===== config.mk =====
export PLATFORM = sky130hd
export DESIGN_NAME = pulse_rate_monitor
export DESIGN_NICKNAME = d
export VERILOG_FILES = /design/src/rtl/prm_pkg.sv /design/src/rtl/prm_qual.sv /design/src/rtl/prm_div.sv /design/src/rtl/pulse_rate_monitor.sv
export VERILOG_INCLUDE_DIRS = /design/src /design/src/rtl
export SDC_FILE = /design/constraint.sdc
export NUM_CORES = 1
export LEC_CHECK = 0
export BUFFER_PORTS_ARGS = -buffer_cell sky130_fd_sc_hd__buf_2
export CORE_UTILIZATION = 35
export CTS_CLUSTER_SIZE = 12
export DETAILED_ROUTE_END_ITERATION = 10
export GPL_TIMING_DRIVEN = 0
export RECOVER_POWER = 50
export SLEW_MARGIN = 20
export SYNTH_ARGS = -nofsm -noshare
export SYNTH_HDL_FRONTEND = slang
export SYNTH_SLANG_ARGS = --single-unit

===== constraint.sdc =====
create_clock -name clk_i -period 5.35 [get_ports clk_i]
set_input_delay 1.07 -clock clk_i [delete_from_list [all_inputs] [get_ports clk_i]]
set_output_delay 1.07 -clock clk_i [all_outputs]
set_load 0.01 [all_outputs]

===== src/rtl/pulse_rate_monitor_assert.svh =====
// Assertion macros shared by the pulse rate monitor modules.
`ifndef PULSE_RATE_MONITOR_ASSERT_SVH
`define PULSE_RATE_MONITOR_ASSERT_SVH

// The property is checked on every clock edge and is not checked while reset is applied.
`define PRM_ASSERT(label, prop, msg) \
  label: assert property (@(posedge clk_i) disable iff (!rst_ni) (prop)) else $error(msg);

// The property is checked on every clock edge, including the edges that fall during reset.
`define PRM_ASSERT_ALWAYS(label, prop, msg) \
  label: assert property (@(posedge clk_i) (prop)) else $error(msg);

`endif


===== src/rtl/prm_pkg.sv =====
// Types and constants shared by the pulse rate monitor modules.
`default_nettype none

package prm_pkg;

  localparam int unsigned RATE_W  = 16;
  localparam int unsigned LIMIT_W = 8;
  localparam int unsigned QCNT_W  = 3;
  localparam int unsigned CFG_IDX_W = 2;
  localparam int unsigned CFG_DATA_W = 16;

  typedef enum logic [CFG_IDX_W-1:0] {
    CFG_UPPER_LIMIT   = 2'd0,
    CFG_LOWER_LIMIT   = 2'd1,
    CFG_TIMEOUT_TICKS = 2'd2
  } cfg_idx_e;

  localparam logic [LIMIT_W-1:0] UPPER_LIMIT_RST   = 8'd100;
  localparam logic [LIMIT_W-1:0] LOWER_LIMIT_RST   = 8'd40;
  localparam logic [RATE_W-1:0]  TIMEOUT_TICKS_RST = 16'd5000;

  typedef struct packed {
    logic func;
    logic pulse_level;
  } in_word_t;

  typedef struct packed {
    logic [RATE_W-1:0] rate_bpm;
    logic              rate_new;
    logic              alarm;
    logic              no_pulse;
    logic              display_update;
  } out_word_t;

  typedef struct packed {
    logic sample;
    logic level;
  } qual_ctrl_t;

  typedef struct packed {
    logic              start;
    logic [RATE_W-1:0] dividend;
    logic [RATE_W-1:0] divisor;
  } div_req_t;

endpackage

`default_nettype wire


===== src/rtl/prm_qual.sv =====
// Pulse qualifier: counts consecutive low pin samples and confirms a pulse on the next high one.
`default_nettype none

module prm_qual #(
  parameter int unsigned QUALIFY_SAMPLES = 4
) (
  input  wire logic                clk_i,
  input  wire logic                rst_ni,
  input  wire prm_pkg::qual_ctrl_t ctrl_i,
  output logic                     confirm_o
);

  localparam logic [prm_pkg::QCNT_W-1:0] QS = prm_pkg::QCNT_W'(QUALIFY_SAMPLES);

  logic [prm_pkg::QCNT_W-1:0] count_q, count_d;
  logic                       full;

  assign full      = (count_q >= QS);
  assign confirm_o = ctrl_i.sample && full && ctrl_i.level;

  always_comb begin
    count_d = count_q;
    if (ctrl_i.sample) begin
      if (full) begin
        // Once full, further low samples hold the count until a high one arrives.
        if (ctrl_i.level) begin
          count_d = '0;
        end
      end else if (!ctrl_i.level) begin
        count_d = count_q + 1'b1;
      end else begin
        count_d = '0;
      end
    end
  end

  always_ff @(posedge clk_i or negedge rst_ni) begin
    if (!rst_ni) begin
      count_q <= '0;
    end else begin
      count_q <= count_d;
    end
  end

endmodule

`default_nettype wire


===== src/rtl/prm_div.sv =====
// Bit-serial restoring divider: one quotient bit per cycle.
`default_nettype none

`include "pulse_rate_monitor_assert.svh"

module prm_div (
  input  wire logic                         clk_i,
  input  wire logic                         rst_ni,
  input  wire prm_pkg::div_req_t            req_i,
  output logic                              busy_o,
  output logic [prm_pkg::RATE_W-1:0]        quotient_o
);

  localparam int unsigned W   = prm_pkg::RATE_W;
  localparam int unsigned CW  = $clog2(W);
  localparam logic [CW-1:0] LAST = CW'(W - 1);

  logic          busy_q, busy_d;
  logic [CW-1:0] cnt_q, cnt_d;
  logic [W-1:0]  quo_q, quo_d;
  logic [W-1:0]  rem_q, rem_d;
  logic [W-1:0]  dvs_q, dvs_d;
  logic [W:0]    shifted;
  logic [W:0]    diff;
  logic          fits;

  // The partial remainder picks up the next dividend bit from the top of the quotient register.
  assign shifted = {rem_q, quo_q[W-1]};
  assign diff    = shifted - {1'b0, dvs_q};
  assign fits    = (shifted >= {1'b0, dvs_q});

  always_comb begin
    busy_d = busy_q;
    cnt_d  = cnt_q;
    quo_d  = quo_q;
    rem_d  = rem_q;
    dvs_d  = dvs_q;
    if (req_i.start) begin
      busy_d = 1'b1;
      cnt_d  = '0;
      quo_d  = req_i.dividend;
      rem_d  = '0;
      dvs_d  = req_i.divisor;
    end else if (busy_q) begin
      quo_d = {quo_q[W-2:0], fits};
      rem_d = fits ? diff[W-1:0] : shifted[W-1:0];
      cnt_d = cnt_q + 1'b1;
      if (cnt_q == LAST) begin
        busy_d = 1'b0;
      end
    end
  end

  always_ff @(posedge clk_i or negedge rst_ni) begin
    if (!rst_ni) begin
      busy_q <= 1'b0;
      cnt_q  <= '0;
    end else begin
      busy_q <= busy_d;
      cnt_q  <= cnt_d;
    end
  end

  always_ff @(posedge clk_i) begin
    quo_q <= quo_d;
    rem_q <= rem_d;
    dvs_q <= dvs_d;
  end

  assign busy_o     = busy_q;
  assign quotient_o = quo_q;

  `PRM_ASSERT(a_div_no_restart, req_i.start |-> !busy_q, "divider started while busy")
  `PRM_ASSERT(a_div_full_length, $fell(busy_q) |-> $past(cnt_q) == LAST,
              "divider finished before all quotient bits")
  `PRM_ASSERT(a_div_nonzero, req_i.start |-> req_i.divisor != '0, "divider started with zero")

endmodule

`default_nettype wire


===== src/rtl/pulse_rate_monitor.sv =====
// Pulse rate meter top level: sample and tick handling, limits, alarm and result register.
`default_nettype none

`include "pulse_rate_monitor_assert.svh"

// Each accepted word is a 1 ms count tick or a 10 ms pin sample and produces exactly one
// result word. Ticks and samples that do not complete a pulse interval are handled in the
// idle state. The sample that confirms the second pulse starts a bit-serial divide of
// TICKS_PER_MINUTE by the interval: the divider works out the 16 quotient bits in turn,
// then the rate, alarm and flags go into the result register once it is free; no word is
// taken until then. A new word is taken in the idle state while the result register is
// empty or is being taken in the same cycle. Limit and timeout registers are written
// through cfg_we_i, cfg_idx_i and cfg_wdata_i while the block is idle: a rule for the
// user, not enforced by the block. Indexes beyond the timeout register are ignored.
module pulse_rate_monitor #(
  parameter int unsigned TICKS_PER_MINUTE = 60000,
  parameter int unsigned QUALIFY_SAMPLES  = 4
) (
  input  wire logic                                clk_i,
  input  wire logic                                rst_ni,
  input  wire logic                                cfg_we_i,
  input  wire logic [prm_pkg::CFG_IDX_W-1:0]       cfg_idx_i,
  input  wire logic [prm_pkg::CFG_DATA_W-1:0]      cfg_wdata_i,
  input  wire logic                                in_valid_i,
  output logic                                     in_stall_o,
  input  wire prm_pkg::in_word_t                   in_word_i,
  output logic                                     out_valid_o,
  input  wire logic                                out_stall_i,
  output prm_pkg::out_word_t                       out_word_o
);

  localparam int unsigned RW = prm_pkg::RATE_W;
  localparam logic [RW-1:0] TPM = RW'(TICKS_PER_MINUTE);

  typedef enum logic [1:0] {
    ST_IDLE = 2'b01,
    ST_DIV  = 2'b10
  } state_e;

  state_e                        state_q, state_d;
  logic [prm_pkg::LIMIT_W-1:0]   upper_q, lower_q;
  logic [RW-1:0]                 timeout_q;
  logic [RW-1:0]                 ic_q, ic_d;
  logic                          armed_q, armed_d;
  logic                          stopped_q, stopped_d;
  logic                          alarm_q, alarm_d;
  logic [RW-1:0]                 rate_q, rate_d;
  logic                          out_valid_q, out_valid_d;
  prm_pkg::out_word_t            out_q, out_d;
  logic                          out_load;

  logic                          accept;
  logic                          out_free;
  logic                          confirm;
  logic                          div_busy;
  logic [RW-1:0]                 quotient;
  logic [RW-1:0]                 ic_inc;
  logic                          rate_alarm;
  prm_pkg::qual_ctrl_t           qual_ctrl;
  prm_pkg::div_req_t             div_req;

  assign out_free   = !out_valid_q || !out_stall_i;
  assign in_stall_o = !((state_q == ST_IDLE) && out_free);
  assign accept     = in_valid_i && !in_stall_o;

  assign qual_ctrl.sample = accept && in_word_i.func;
  assign qual_ctrl.level  = in_word_i.pulse_level;

  prm_qual #(
    .QUALIFY_SAMPLES(QUALIFY_SAMPLES)
  ) u_qual (
    .clk_i    (clk_i),
    .rst_ni   (rst_ni),
    .ctrl_i   (qual_ctrl),
    .confirm_o(confirm)
  );

  // The second confirmed pulse divides; an interval of zero counts as one tick.
  assign div_req.start    = confirm && armed_q;
  assign div_req.dividend = TPM;
  assign div_req.divisor  = (ic_q == '0) ? RW'(1) : ic_q;

  prm_div u_div (
    .clk_i     (clk_i),
    .rst_ni    (rst_ni),
    .req_i     (div_req),
    .busy_o    (div_busy),
    .quotient_o(quotient)
  );

  assign ic_inc     = ic_q + 1'b1;
  assign rate_alarm = (quotient >= RW'(upper_q)) || (quotient <= RW'(lower_q));

  always_comb begin
    state_d   = state_q;
    ic_d      = ic_q;
    armed_d   = armed_q;
    stopped_d = stopped_q;
    alarm_d   = alarm_q;
    rate_d    = rate_q;
    out_load  = 1'b0;
    out_d     = out_q;

    unique case (state_q)
      ST_IDLE: begin
        if (accept) begin
          out_d.display_update = 1'b0;
          out_d.rate_new       = 1'b0;
          if (in_word_i.func) begin
            if (confirm) begin
              ic_d = '0;
              if (armed_q) begin
                armed_d   = 1'b0;
                stopped_d = 1'b0;
                state_d   = ST_DIV;
              end else begin
                armed_d = 1'b1;
              end
            end
          end else begin
            ic_d = ic_inc;
            if (ic_inc == timeout_q) begin
              ic_d                 = '0;
              armed_d              = 1'b0;
              stopped_d            = 1'b1;
              alarm_d              = 1'b0;
              out_d.display_update = 1'b1;
            end
          end
          out_d.rate_bpm = rate_q;
          out_d.alarm    = alarm_d;
          out_d.no_pulse = stopped_d;
          out_load       = !div_req.start;
        end
      end
      ST_DIV: begin
        if (!div_busy && out_free) begin
          rate_d               = quotient;
          alarm_d              = rate_alarm;
          out_d.rate_bpm       = quotient;
          out_d.rate_new       = 1'b1;
          out_d.alarm          = rate_alarm;
          out_d.no_pulse       = 1'b0;
          out_d.display_update = 1'b1;
          out_load             = 1'b1;
          state_d              = ST_IDLE;
        end
      end
      default: begin
        state_d = ST_IDLE;
      end
    endcase
  end

  always_comb begin
    out_valid_d = out_valid_q;
    if (out_load) begin
      out_valid_d = 1'b1;
    end else if (out_valid_q && !out_stall_i) begin
      out_valid_d = 1'b0;
    end
  end

  always_ff @(posedge clk_i or negedge rst_ni) begin
    if (!rst_ni) begin
      state_q     <= ST_IDLE;
      ic_q        <= '0;
      armed_q     <= 1'b0;
      stopped_q   <= 1'b0;
      alarm_q     <= 1'b0;
      rate_q      <= '0;
      out_valid_q <= 1'b0;
    end else begin
      state_q     <= state_d;
      ic_q        <= ic_d;
      armed_q     <= armed_d;
      stopped_q   <= stopped_d;
      alarm_q     <= alarm_d;
      rate_q      <= rate_d;
      out_valid_q <= out_valid_d;
    end
  end

  always_ff @(posedge clk_i) begin
    if (out_load) begin
      out_q <= out_d;
    end
  end

  always_ff @(posedge clk_i or negedge rst_ni) begin
    if (!rst_ni) begin
      upper_q   <= prm_pkg::UPPER_LIMIT_RST;
      lower_q   <= prm_pkg::LOWER_LIMIT_RST;
      timeout_q <= prm_pkg::TIMEOUT_TICKS_RST;
    end else if (cfg_we_i) begin
      unique case (cfg_idx_i)
        prm_pkg::CFG_UPPER_LIMIT:   upper_q   <= cfg_wdata_i[prm_pkg::LIMIT_W-1:0];
        prm_pkg::CFG_LOWER_LIMIT:   lower_q   <= cfg_wdata_i[prm_pkg::LIMIT_W-1:0];
        prm_pkg::CFG_TIMEOUT_TICKS: timeout_q <= cfg_wdata_i[RW-1:0];
        default: begin
        end
      endcase
    end
  end

  assign out_valid_o = out_valid_q;
  assign out_word_o  = out_q;

  `PRM_ASSERT_ALWAYS(a_div_blocks_input, (state_q == ST_DIV) |-> in_stall_o,
                     "word accepted during divide")
  `PRM_ASSERT(a_rate_new_flags, (out_valid_q && out_q.rate_new) |->
              (out_q.display_update && !out_q.no_pulse), "new rate without update flags")
  `PRM_ASSERT(a_div_start_enters_div, div_req.start |=> (state_q == ST_DIV),
              "divide started without entering divide state")

endmodule

`default_nettype wire


; Yosys cells after proc, flatten, opt, wreduce, memory -nomap -nowiden
; Cells that the tools add are included.
[totals]
input_bits = 25
output_inout_bits = 22
register_bits = 146
elab_cells = 115
[op_classes]
n_mux = 41
addsub = 4
n_lt_le_gt_ge = 4
reduce_logical = 32
n_eq_ne = 13
[ops]
columns = cell, n
row1 = $mux 16, 4
row2 = $mux 20, 2
row3 = $pmux 20 s2, 1
row4 = $mux 1, 21
row5 = $ge 17x16->1, 1
row6 = $add 16x1->16 const B, 1
row7 = $eq 16x16->1, 1
row8 = $ge 16x8->1, 1
row9 = $le 16x8->1, 1
row10 = $logic_not 16->1, 1
row11 = $sub 16x16->16, 1
row12 = $ne 2x2->1 const B, 6
row13 = $reduce_and 2->1, 6
row14 = $mux 2, 5
row15 = $mux 3, 3
row16 = $logic_and 1x1->1, 8
row17 = $mux 4, 2
row18 = $reduce_and 4->1, 2
row19 = $reduce_bool 2->1, 4
row20 = $reduce_and 3->1, 2
row21 = $logic_not 1->1, 5
row22 = $reduce_and 5->1, 1
row23 = $add 4x1->4 const B, 1
row24 = $eq 2x1->1 const B, 2
row25 = 9 further kinds, 12

; Longest topological paths before layout
; Gate-level depths: netlist (run 1).
[logic_depth]
ltp_word = 12
ltp_mapped = 12

; By module
; Synthesis (run 1) repeated with hierarchy kept, for this count alone.
[hier_totals]
cells_unflattened = 784
hier_area_um2 = 8334.2
[modules_own_cells]
columns = module, cells_per_inst, seq_area_each_um2, area_per_inst_um2, n_inst
row1 = pulse_rate_monitor, 457, 2366.0, 4971.0, 1
row2 = prm_div, 308, 1406.3, 3191.8, 1
row3 = prm_qual, 19, 75.1, 171.4, 1

; Worst setup path after synthesis (run 1)
; Ideal clock, no wire load.
[synth_timing]
path_kind = input-to-reg
startpoint = in out_stall_i
endpoint = reg out_q, in the netlist out_word_o[0] (enable)
stages = 6
path_buffers = 1
slack_ns = 1.040
arrival_ns = 3.862
setup_time_ns = 0.448
cell_sequence = nand2_1 > nand3_1 > or3_1 > clkbuf_1 > a21boi_0 > nor4_1
[synth_between]
elab_chain_len = 12
[synth_rtl]
columns = item, line_no
row1 = "start, declared", pulse_rate_monitor.sv:28  ; input wire logic out_stall_i,
row2 = $logic_not 1->1 (*), pulse_rate_monitor.sv:62  ; assign out_free = !out_valid_q || !out_stall_i;
row3 = $logic_or 1x1->1 (*), pulse_rate_monitor.sv:62
row4 = $logic_and 1x1->1, pulse_rate_monitor.sv:63  ; assign in_stall_o = !((state_q == ST_IDLE) && out_free);
row5 = $logic_and 1x1->1, pulse_rate_monitor.sv:64  ; assign accept = in_valid_i && !in_stall_o;
row6 = $logic_and 1x1->1, pulse_rate_monitor.sv:66  ; assign qual_ctrl.sample = accept && in_word_i.func;
row7 = $logic_and 1x1->1 (2 in series), prm_qual.sv:19  ; assign confirm_o = ctrl_i.sample && full && ctrl_i.level;
row8 = $logic_and 1x1->1, pulse_rate_monitor.sv:79  ; assign div_req.start = confirm && armed_q;
row9 = $logic_not 1->1, pulse_rate_monitor.sv:133  ; out_load = !div_req.start;
row10 = $mux 1, pulse_rate_monitor.sv:106  ; if (accept) begin
row11 = $pmux 1 s2, pulse_rate_monitor.sv:104  ; unique case (state_q)
row12 = $reduce_and 4->1 (no source line) (*), n/a
row13 = "end signal, assigned", pulse_rate_monitor.sv:186  ; out_q <= out_d;
row14 = "end, declared", pulse_rate_monitor.sv:49  ; prm_pkg::out_word_t out_q, out_d;
; Every way passes the cells marked *; elsewhere a longest branch is shown, timed or not.
; A chain may end at the register's enable or synchronous reset.

; Worst setup path in the final report (run 1)
[layout_timing]
startpoint = reg ic_q[0]
endpoint = reg out_q, in the netlist out_word_o[2] (data pin)
[layout_between]
elab_chain_len = 6
[layout_rtl]
columns = item, line_no
row1 = "start, declared", pulse_rate_monitor.sv:43  ; logic [RW-1:0] ic_q, ic_d;
row2 = "start signal, assigned", pulse_rate_monitor.sv:175  ; ic_q <= ic_d;
row3 = $add 16x1->16, pulse_rate_monitor.sv:91  ; assign ic_inc = ic_q + 1'b1;
row4 = $eq 16x16->1, pulse_rate_monitor.sv:122  ; if (ic_inc == timeout_q) begin
row5 = $mux 1, pulse_rate_monitor.sv:122
row6 = $mux 1, pulse_rate_monitor.sv:109  ; if (in_word_i.func) begin
row7 = $mux 20, pulse_rate_monitor.sv:106
row8 = $pmux 20 s2, pulse_rate_monitor.sv:104
; Every way passes these cells. The select of a mux whose other input is x is not followed.

==> summary.md, run 1 <==
| Metric | Value |
|---|---|
| DRC | `0` |
| Relative slew slack | `-13.5%` |
| Synth cell types | `67` |
| Vias | `5585` |
| Worst setup SP type | `flop` |
| CP cell instances | `ha_1 > nand4_1 > or4_1 > a21o_1 > nand3_1 > nand4_1 > or4b_1 > nor2_1 > o21ai_1` |
| Failing checks | `max-capacitance violations, max-slew violations` |
| Die height | `150 um` |
| Synthesized Nets | `805` |
| Max Clock Skew | `8.48 ps` |
| Peak supply drop | `297 uV` |
| Global router's overall resource usage | `16.1%` |
| P_leak | `3.89 nW` |
| Clock root cell | `clkbuf_16` |
| Share of layout cells above drive strength 1 | `17.9%` |
| Number of synthesized register bits | `146` |
| Global route total overflow | `0` |
| Pwr dens | `roughly 520 nW/um^2` |
| Synth Cell Area | `7710 um^2` |
| Unrepaired setup endpoints after global routing | `no` |
| Final net count | `874` |
| Reg2reg setup slack | `1900 ps` |
| Most frequent cells in the layout | `67 x dfrtp_1, 54 x mux2_2, 53 x clkbuf_1` |
| Ys Warns | `0` |
| Finished Layout Cells | `1097` |
| Hold Fails Final Rpt | `0` |
| Most common cell after layout, fill and taps aside | `dfrtp_1` |
| Ports | `47` |
| CP max stage delay | `590 ps` |
| Dominant synthesized flop cell | `dfrtp_1` |
| Hold WC Path Type | `flop to flop` |
| Die footprint | `22600 um^2` |
| Kind of critical path | `flop to flop` |
| Total Routed Length | `roughly 17000 um` |
| Slowest cell on crit path | `or4b_1` |
| Die X | `150 um` |
| Critical path data required time | `roughly 5500 ps` |
| Dpl cell area | `~8300 um^2` |
| PortBufs | `46` |
| CP Max Fanout | `7` |
| Gpl congestion | `0.818` |
| Crit-path leading delay family | `simple AND/OR/NAND/NOR gates` |
| Initial antenna violation count | `0` |
| CTS tree | `yes` |
| Hold buffer count at CTS | `0` |
| DRT iter0 DRCs | `326` |
| First-pass GRT wire length | `approximately 28000 um` |
| CP bufs+invs | `0` |
| Cts bufs inserted | `17` |
| Average cell area after synthesis | `10.4 um^2` |
| Avg WL per Cell | `15.5 um` |
| Largest net degree at the start of global routing | `between 50 and 60` |
| Final period utilization | `64.5%` |
| Most frequent cell on the critical path | `nand4_1` |
| Ys async rst share | `53.4%` |
| Crit end category | `flop` |
| H-tree depth | `4` |
| Post-DRT Antenna Nets | `0` |
| Peak Freq | `290 MHz` |
| Placed cells | `approximately 1100` |
| Drt first pass iters | `5` |
| Via count of the first global-routing pass | `5290` |
| Final Instance Area | `8940 um^2` |
| Initial Util | `36.2%` |
| Min cycle time layout | `3450 ps` |
| Core Area | `21300 um^2` |
| Post-synth EDFFs | `36` |
| Clock sinks | `146` |
| Fin util | `42.0%` |
| Clock buffer depth | `2` |
| Synth Instances | `740` |
| Fin. max-slew vios | `28` |
| Avg Vias per Cell | `5.09` |
| PostCTS Resize Cnt | `0` |
| # diodes | `0` |
| Arrival @ worst endpoint | `3610 ps` |
| Post-DP HPWL | `12000 um` |
| Max cap viols | `1` |
| Clock latency on the worst-skew pair | `420 ps` |
| Count of final setup violators | `0` |
| Clock slew at reported path FFs | `60 ps` |
| Status | `finished, violations left` |
| # rows | `53` |
| Actual slew at the worst max-slew pin | `1700 ps` |
| Postcts setup bufs | `0` |
| Area delta synth->final | `15.9%` |
| Seq/Total Area, Yosys | `47.8%` |
-- path summary, 6_finish.rpt --
path | from | endpoint | depth (start not counted)
setup / recovery | ic_q[0] | out_word_o[2] | 9
hold / removal | rate_q[0] | rate_q[0] | 2
setup reg to reg | ic_q[0] | out_word_o[2] | 9
hold reg to reg | rate_q[0] | rate_q[0] | 2
max in group asynchronous | rst_ni | timeout_q[7] | 2
min in group asynchronous | rst_ni | rate_q[9] | 1
-- metal layers --
layer	vias to the layer above	routed length, um	track usage [%]
li1	2799	-	-
met1	2667	8390	22.4
met2	101	7820	25.3
met3	18	568	3.55
met4	0	208	4.19
met5	-	0	0
-- per-stage QoR --
step	setup WS, ps	total power, mW	hold WS, ps	TNS [ps]
floorplan	1040	2.92	446	0
global placement	-456	3.32	460	-9090
detailed placement	1690	3.36	470	0
CTS	1940	4.66	486	0
global route	1730	4.96	506	0
finish	1900	4.63	482	0
-- cell families after synthesis --
family / synth area share [%]
AOI/OAI and AO/OA: 12.2
xor gates and xnor gates: 4.35
adders and majority gates: 6.59
buffers and inverters: 4.72
DFF: 47.8
muxes: 11.4
and+or+nand+nor: 13.0
-- synthesized netlist by cell type (7+ instances only) --
| master | n | area, um^2 |
|---|---|---|
| or3_1 | 7 | 43.8 |
| nor3_1 | 11 | 55.1 |
| clkbuf_1 | 31 | 116 |
| ha_1 | 39 | 488 |
| dfrtp_1 | 67 | 1680 |
| nand3_1 | 15 | 75.1 |
| edfxtp_1 | 36 | 1080 |
| o21a_1 | 8 | 60.1 |
| a21oi_1 | 36 | 180 |
| nand2b_1 | 7 | 43.8 |
| dfstp_2 | 11 | 289 |
| o31ai_1 | 8 | 60.1 |
| a21o_1 | 10 | 75.1 |
| mux2_2 | 55 | 619 |
| nor4_1 | 7 | 43.8 |
| xnor2_1 | 18 | 158 |
| nand2_1 | 50 | 188 |
| nor2b_1 | 7 | 43.8 |
| o21ai_0 | 50 | 250 |
| nand4_1 | 18 | 113 |
| mux2i_1 | 26 | 260 |
| inv_1 | 44 | 165 |
| and3_1 | 9 | 56.3 |
| nor2_1 | 40 | 150 |
| dfxtp_1 | 32 | 641 |
| xor2_1 | 15 | 131 |
| o21ai_1 | 8 | 40.0 |
| buf_2 | 9 | 45.0 |
-- worst reg2reg max path, cell delays in order (launching register included) --
cell and delay [ps]:
dfrtp_1 480, ha_1 350, nand4_1 300, or4_1 560
a21o_1 200, nand3_1 120, nand4_1 100, or4b_1 590
nor2_1 330, o21ai_1 150
-- cell type report --
cell class,count,area (um^2)
well taps,275,344
plain buffers,46,184
inverters,45,169
repair buffers,50,263
clock inverters,12,179
clock buffers,20,447
fillers,2096,12300
flip-flops and latches,146,3690
multi-input cells,503,3670
-- sequential cells by signal (all words and copies together) (netlist names), 2 cells and up --
signal	count
out_word_o	20
ic_q	16
rate_q	16
timeout_q	16
u_div.dvs_q	16
u_div.quotient_o	16
u_div.rem_q	16
lower_q	8
upper_q	8
u_div.cnt_q	4
u_qual.count_q	3
state_q	2
-- where the power goes --
group	switching [mW]	internal, mW
combinational	0.889	0.725
clock	0.484	0.795
sequential	0.240	1.50
Power figures use the tool's default switching activity.
==> run 2: changes to the inputs <==
Clock period 5.35 ns to 3.1 ns, I/O delays scaled along.
==> summary.md, run 2 (synthesis results as in run 1) <==
| Metric | Value |
|---|---|
| Avg Vias per Cell | `5.08 (was 5.09)` |
| Actual slew at the worst max-slew pin | `1870 ps (was 1700 ps)` |
| Final net count | `877 (was 874)` |
| Hold WC Path Type | `primary input to flop (was flop to flop)` |
| Drt first pass iters | `4 (was 5)` |
| Placed cells | `1063 (was 1065)` |
| Worst Reg-to-Reg Cells | `11 (was 9)` |
| # diodes | `0 (unchanged)` |
| Ports | `47 (unchanged)` |
| Core Area | `21300 um^2 (unchanged)` |
| Pwr dens | `889 nW/um^2 (was 518 nW/um^2)` |
| Peak Freq | `338 MHz (was 290 MHz)` |
| Largest register FFs | `20 (unchanged)` |
| Area delta synth->final | `17.0% (was 15.9%)` |
| WHS Endpoint | `timeout_q[15] (was rate_q[0])` |
| Slowest cell on crit path | `dfrtp_2 (was or4b_1)` |
| Relative slew slack | `-24.8% (was -13.5%)` |
| DRC | `0 (unchanged)` |
| Largest net degree at the start of global routing | `49 (was 52)` |
| CTS tree | `yes (unchanged)` |
| CP Max Fanout | `7 (unchanged)` |
| Status | `finished, violations left (unchanged)` |
| Finished Layout Cells | `1100 (was 1097)` |
| Initial antenna violation count | `0 (unchanged)` |
| Max Clock Skew | `12.9 ps (was 8.48 ps)` |
| Max cap viols | `1 (unchanged)` |
| Final period utilization | `95.5% (was 64.5%)` |
| Min cycle time layout | `2960 ps (was 3450 ps)` |
| Die X | `150 um (unchanged)` |
| Post-DP HPWL | `12200 um (was 12000 um)` |
| Cts bufs inserted | `17 (unchanged)` |
| Worst setup SP type | `flop (unchanged)` |
| # rows | `53 (unchanged)` |
| Failing checks | `max-capacitance violations, max-slew violations (unchanged)` |
| Post-DRT Antenna Nets | `0 (unchanged)` |
| Clock buffer depth | `2 (unchanged)` |
| Gpl congestion | `0.811 (was 0.818)` |
| DRT iter0 DRCs | `359 (was 326)` |
| Die height | `150 um (unchanged)` |
| Clock slew at reported path FFs | `60 ps (about the same)` |
| Reg-to-Reg Start | `ic_q[0] (unchanged)` |
| PortBufs | `46 (unchanged)` |
| Arrival @ worst endpoint | `3250 ps (was 3610 ps)` |
| Die footprint | `22600 um^2 (unchanged)` |
| Clock root cell | `clkbuf_16 (unchanged)` |
| Clock sinks | `146 (unchanged)` |
| Hold Fails Final Rpt | `0 (unchanged)` |
| Clock latency on the worst-skew pair | `430 ps (was 420 ps)` |
| H-tree depth | `4 (unchanged)` |
| Final WS setup | `141 ps (was 1900 ps)` |
| Avg WL per Cell | `15.5 um (about the same)` |
| Dpl cell area | `8340 um^2 (about the same)` |
| Reg2reg setup slack | `140 ps (was 1900 ps)` |
| Vias | `5592 (was 5585)` |
| CP max stage delay | `430 ps (was 590 ps)` |
| Worst-case hold slack | `424 ps (was 482 ps)` |
| Total Routed Length | `17000 um (about the same)` |
| Fin util | `42.4% (was 42.0%)` |
| Most frequent cells in the layout | `65 x dfrtp_1, 60 x clkbuf_1, 55 x mux2_2 (was 67 x dfrtp_1, 54 x mux2_2, 53 x clkbuf_1)` |
| Global route total overflow | `0 (unchanged)` |
| Setup slack at placement | `-279 ps (was 1690 ps)` |
| FF-to-FF End | `ic_q[13] (was out_word_o[2])` |
| Via count of the first global-routing pass | `5539 (was 5290)` |
| P_leak | `3.89 nW (about the same)` |
| First-pass GRT wire length | `28500 um (was 28000 um)` |
| Peak supply drop | `527 uV (was 297 uV)` |
| CP cell instances | `inv_1 > ha_1 > xor2_1 > or3_1 > a2111oi_1 > nand4_1 > o211ai_2 > buf_4 > a31oi_1 > o21ai_0 > o41ai_1 (was ha_1 > nand4_1 > or4_1 > a21o_1 > nand3_1 > nand4_1 > or4b_1 > nor2_1 > o21ai_1)` |
| Initial Util | `36.2% (unchanged)` |
| Fin. max-slew vios | `31 (was 28)` |
| Most common cell after layout, fill and taps aside | `dfrtp_1 (unchanged)` |
| Global router's overall resource usage | `16.3% (was 16.1%)` |
| Share of layout cells above drive strength 1 | `18.4% (was 17.9%)` |
| Critical path data required time | `3390 ps (was 5510 ps)` |
| Hold path cells | `2 (unchanged)` |
| Final Instance Area | `9020 um^2 (was 8940 um^2)` |
| Hold Crit Start | `cfg_wdata_i[15] (was rate_q[0])` |
| FILL cells | `2097 (was 2096)` |
| Unrepaired setup endpoints after global routing | `no (unchanged)` |
| Count of final setup violators | `0 (unchanged)` |
| Crit end category | `flop (unchanged)` |
| Kind of critical path | `flop to flop (unchanged)` |
| Hold buffer count at CTS | `0 (unchanged)` |
run 2: cell types whose count changed in the layout (fill, tap and decap cells not counted), moves of 2 or more:
cell / previous run / this run
buf_1: 1 / 3
buf_2: 41 / 29
buf_4: 1 / 7
clkbuf_1: 53 / 60
clkbuf_4: 0 / 2
dfrtp_1: 67 / 65
dfrtp_2: 0 / 2
run 2: worst max-delay path by stage:
stage	startpoint	to	slack, ps	depth (start not counted)
3_3_place_gp	out_stall_i	out_word_o[17]	-1040	7
5_1_grt	u_div.dvs_q[1]	u_div.rem_q[5]	10	12
6_report	ic_q[0]	ic_q[13]	140	11
4_1_cts	state_q[0]	u_div.dvs_q[7]	60	6
2_1_floorplan	out_stall_i	out_word_o[0]	50	6
3_5_place_dp	ic_q[0]	out_word_o[2]	-280	9
run 2: repair_timing:
item                                    4_1_cts  5_1_grt
endpoints found under the hold margin         0        0
resized for setup                             6       11
setup buffers                                 3        2
endpoints found under the setup margin       24       43
pin swaps                                     2        1
run 2: stage by stage:
stage	TNS, ps	power (mW)
after global routing	0	8.60
final	0	8.02
after floorplan	0	5.04
after global placement	-33770	5.73
after detailed placement	-3430	5.83
after CTS	0	8.05
run 2: critical path: cells and delay by family (launching register included):
kind | cells | cell delay (ps)
DFF | 1 | 430
and+or+nand+nor | 2 | 610
buffers and inverters | 2 | 230
adders and majority gates | 1 | 340
AOI/OAI and AO/OA | 5 | 1020
xor gates and xnor gates | 1 | 170
run 2: layout make-up:
cell class	count	area, um^2	share of cell area [%]
multi-input combinational	503	3730	41.3
sequential	146	3690	40.9
timing repair buffer	53	273	3.02
buffer	46	200	2.22
clock buffer	22	454	5.04
inverter	45	173	1.91
clock inverter	10	159	1.76
tap	275	344	3.81
run 2: metal layers:
layer	track usage [%]	wire length, um	up-vias
li1	-	-	2797
met1	22.2	8460	2670
met2	25.8	7860	113
met3	2.94	552	12
met4	5.61	166	0
met5	0	0	-
run 2: power breakdown:
part | internal [mW] | switching, mW | total [mW]
logic | 1.28 | 1.57 | 2.85
clock network | 1.37 | 0.796 | 2.16
registers | 2.59 | 0.420 | 3.01
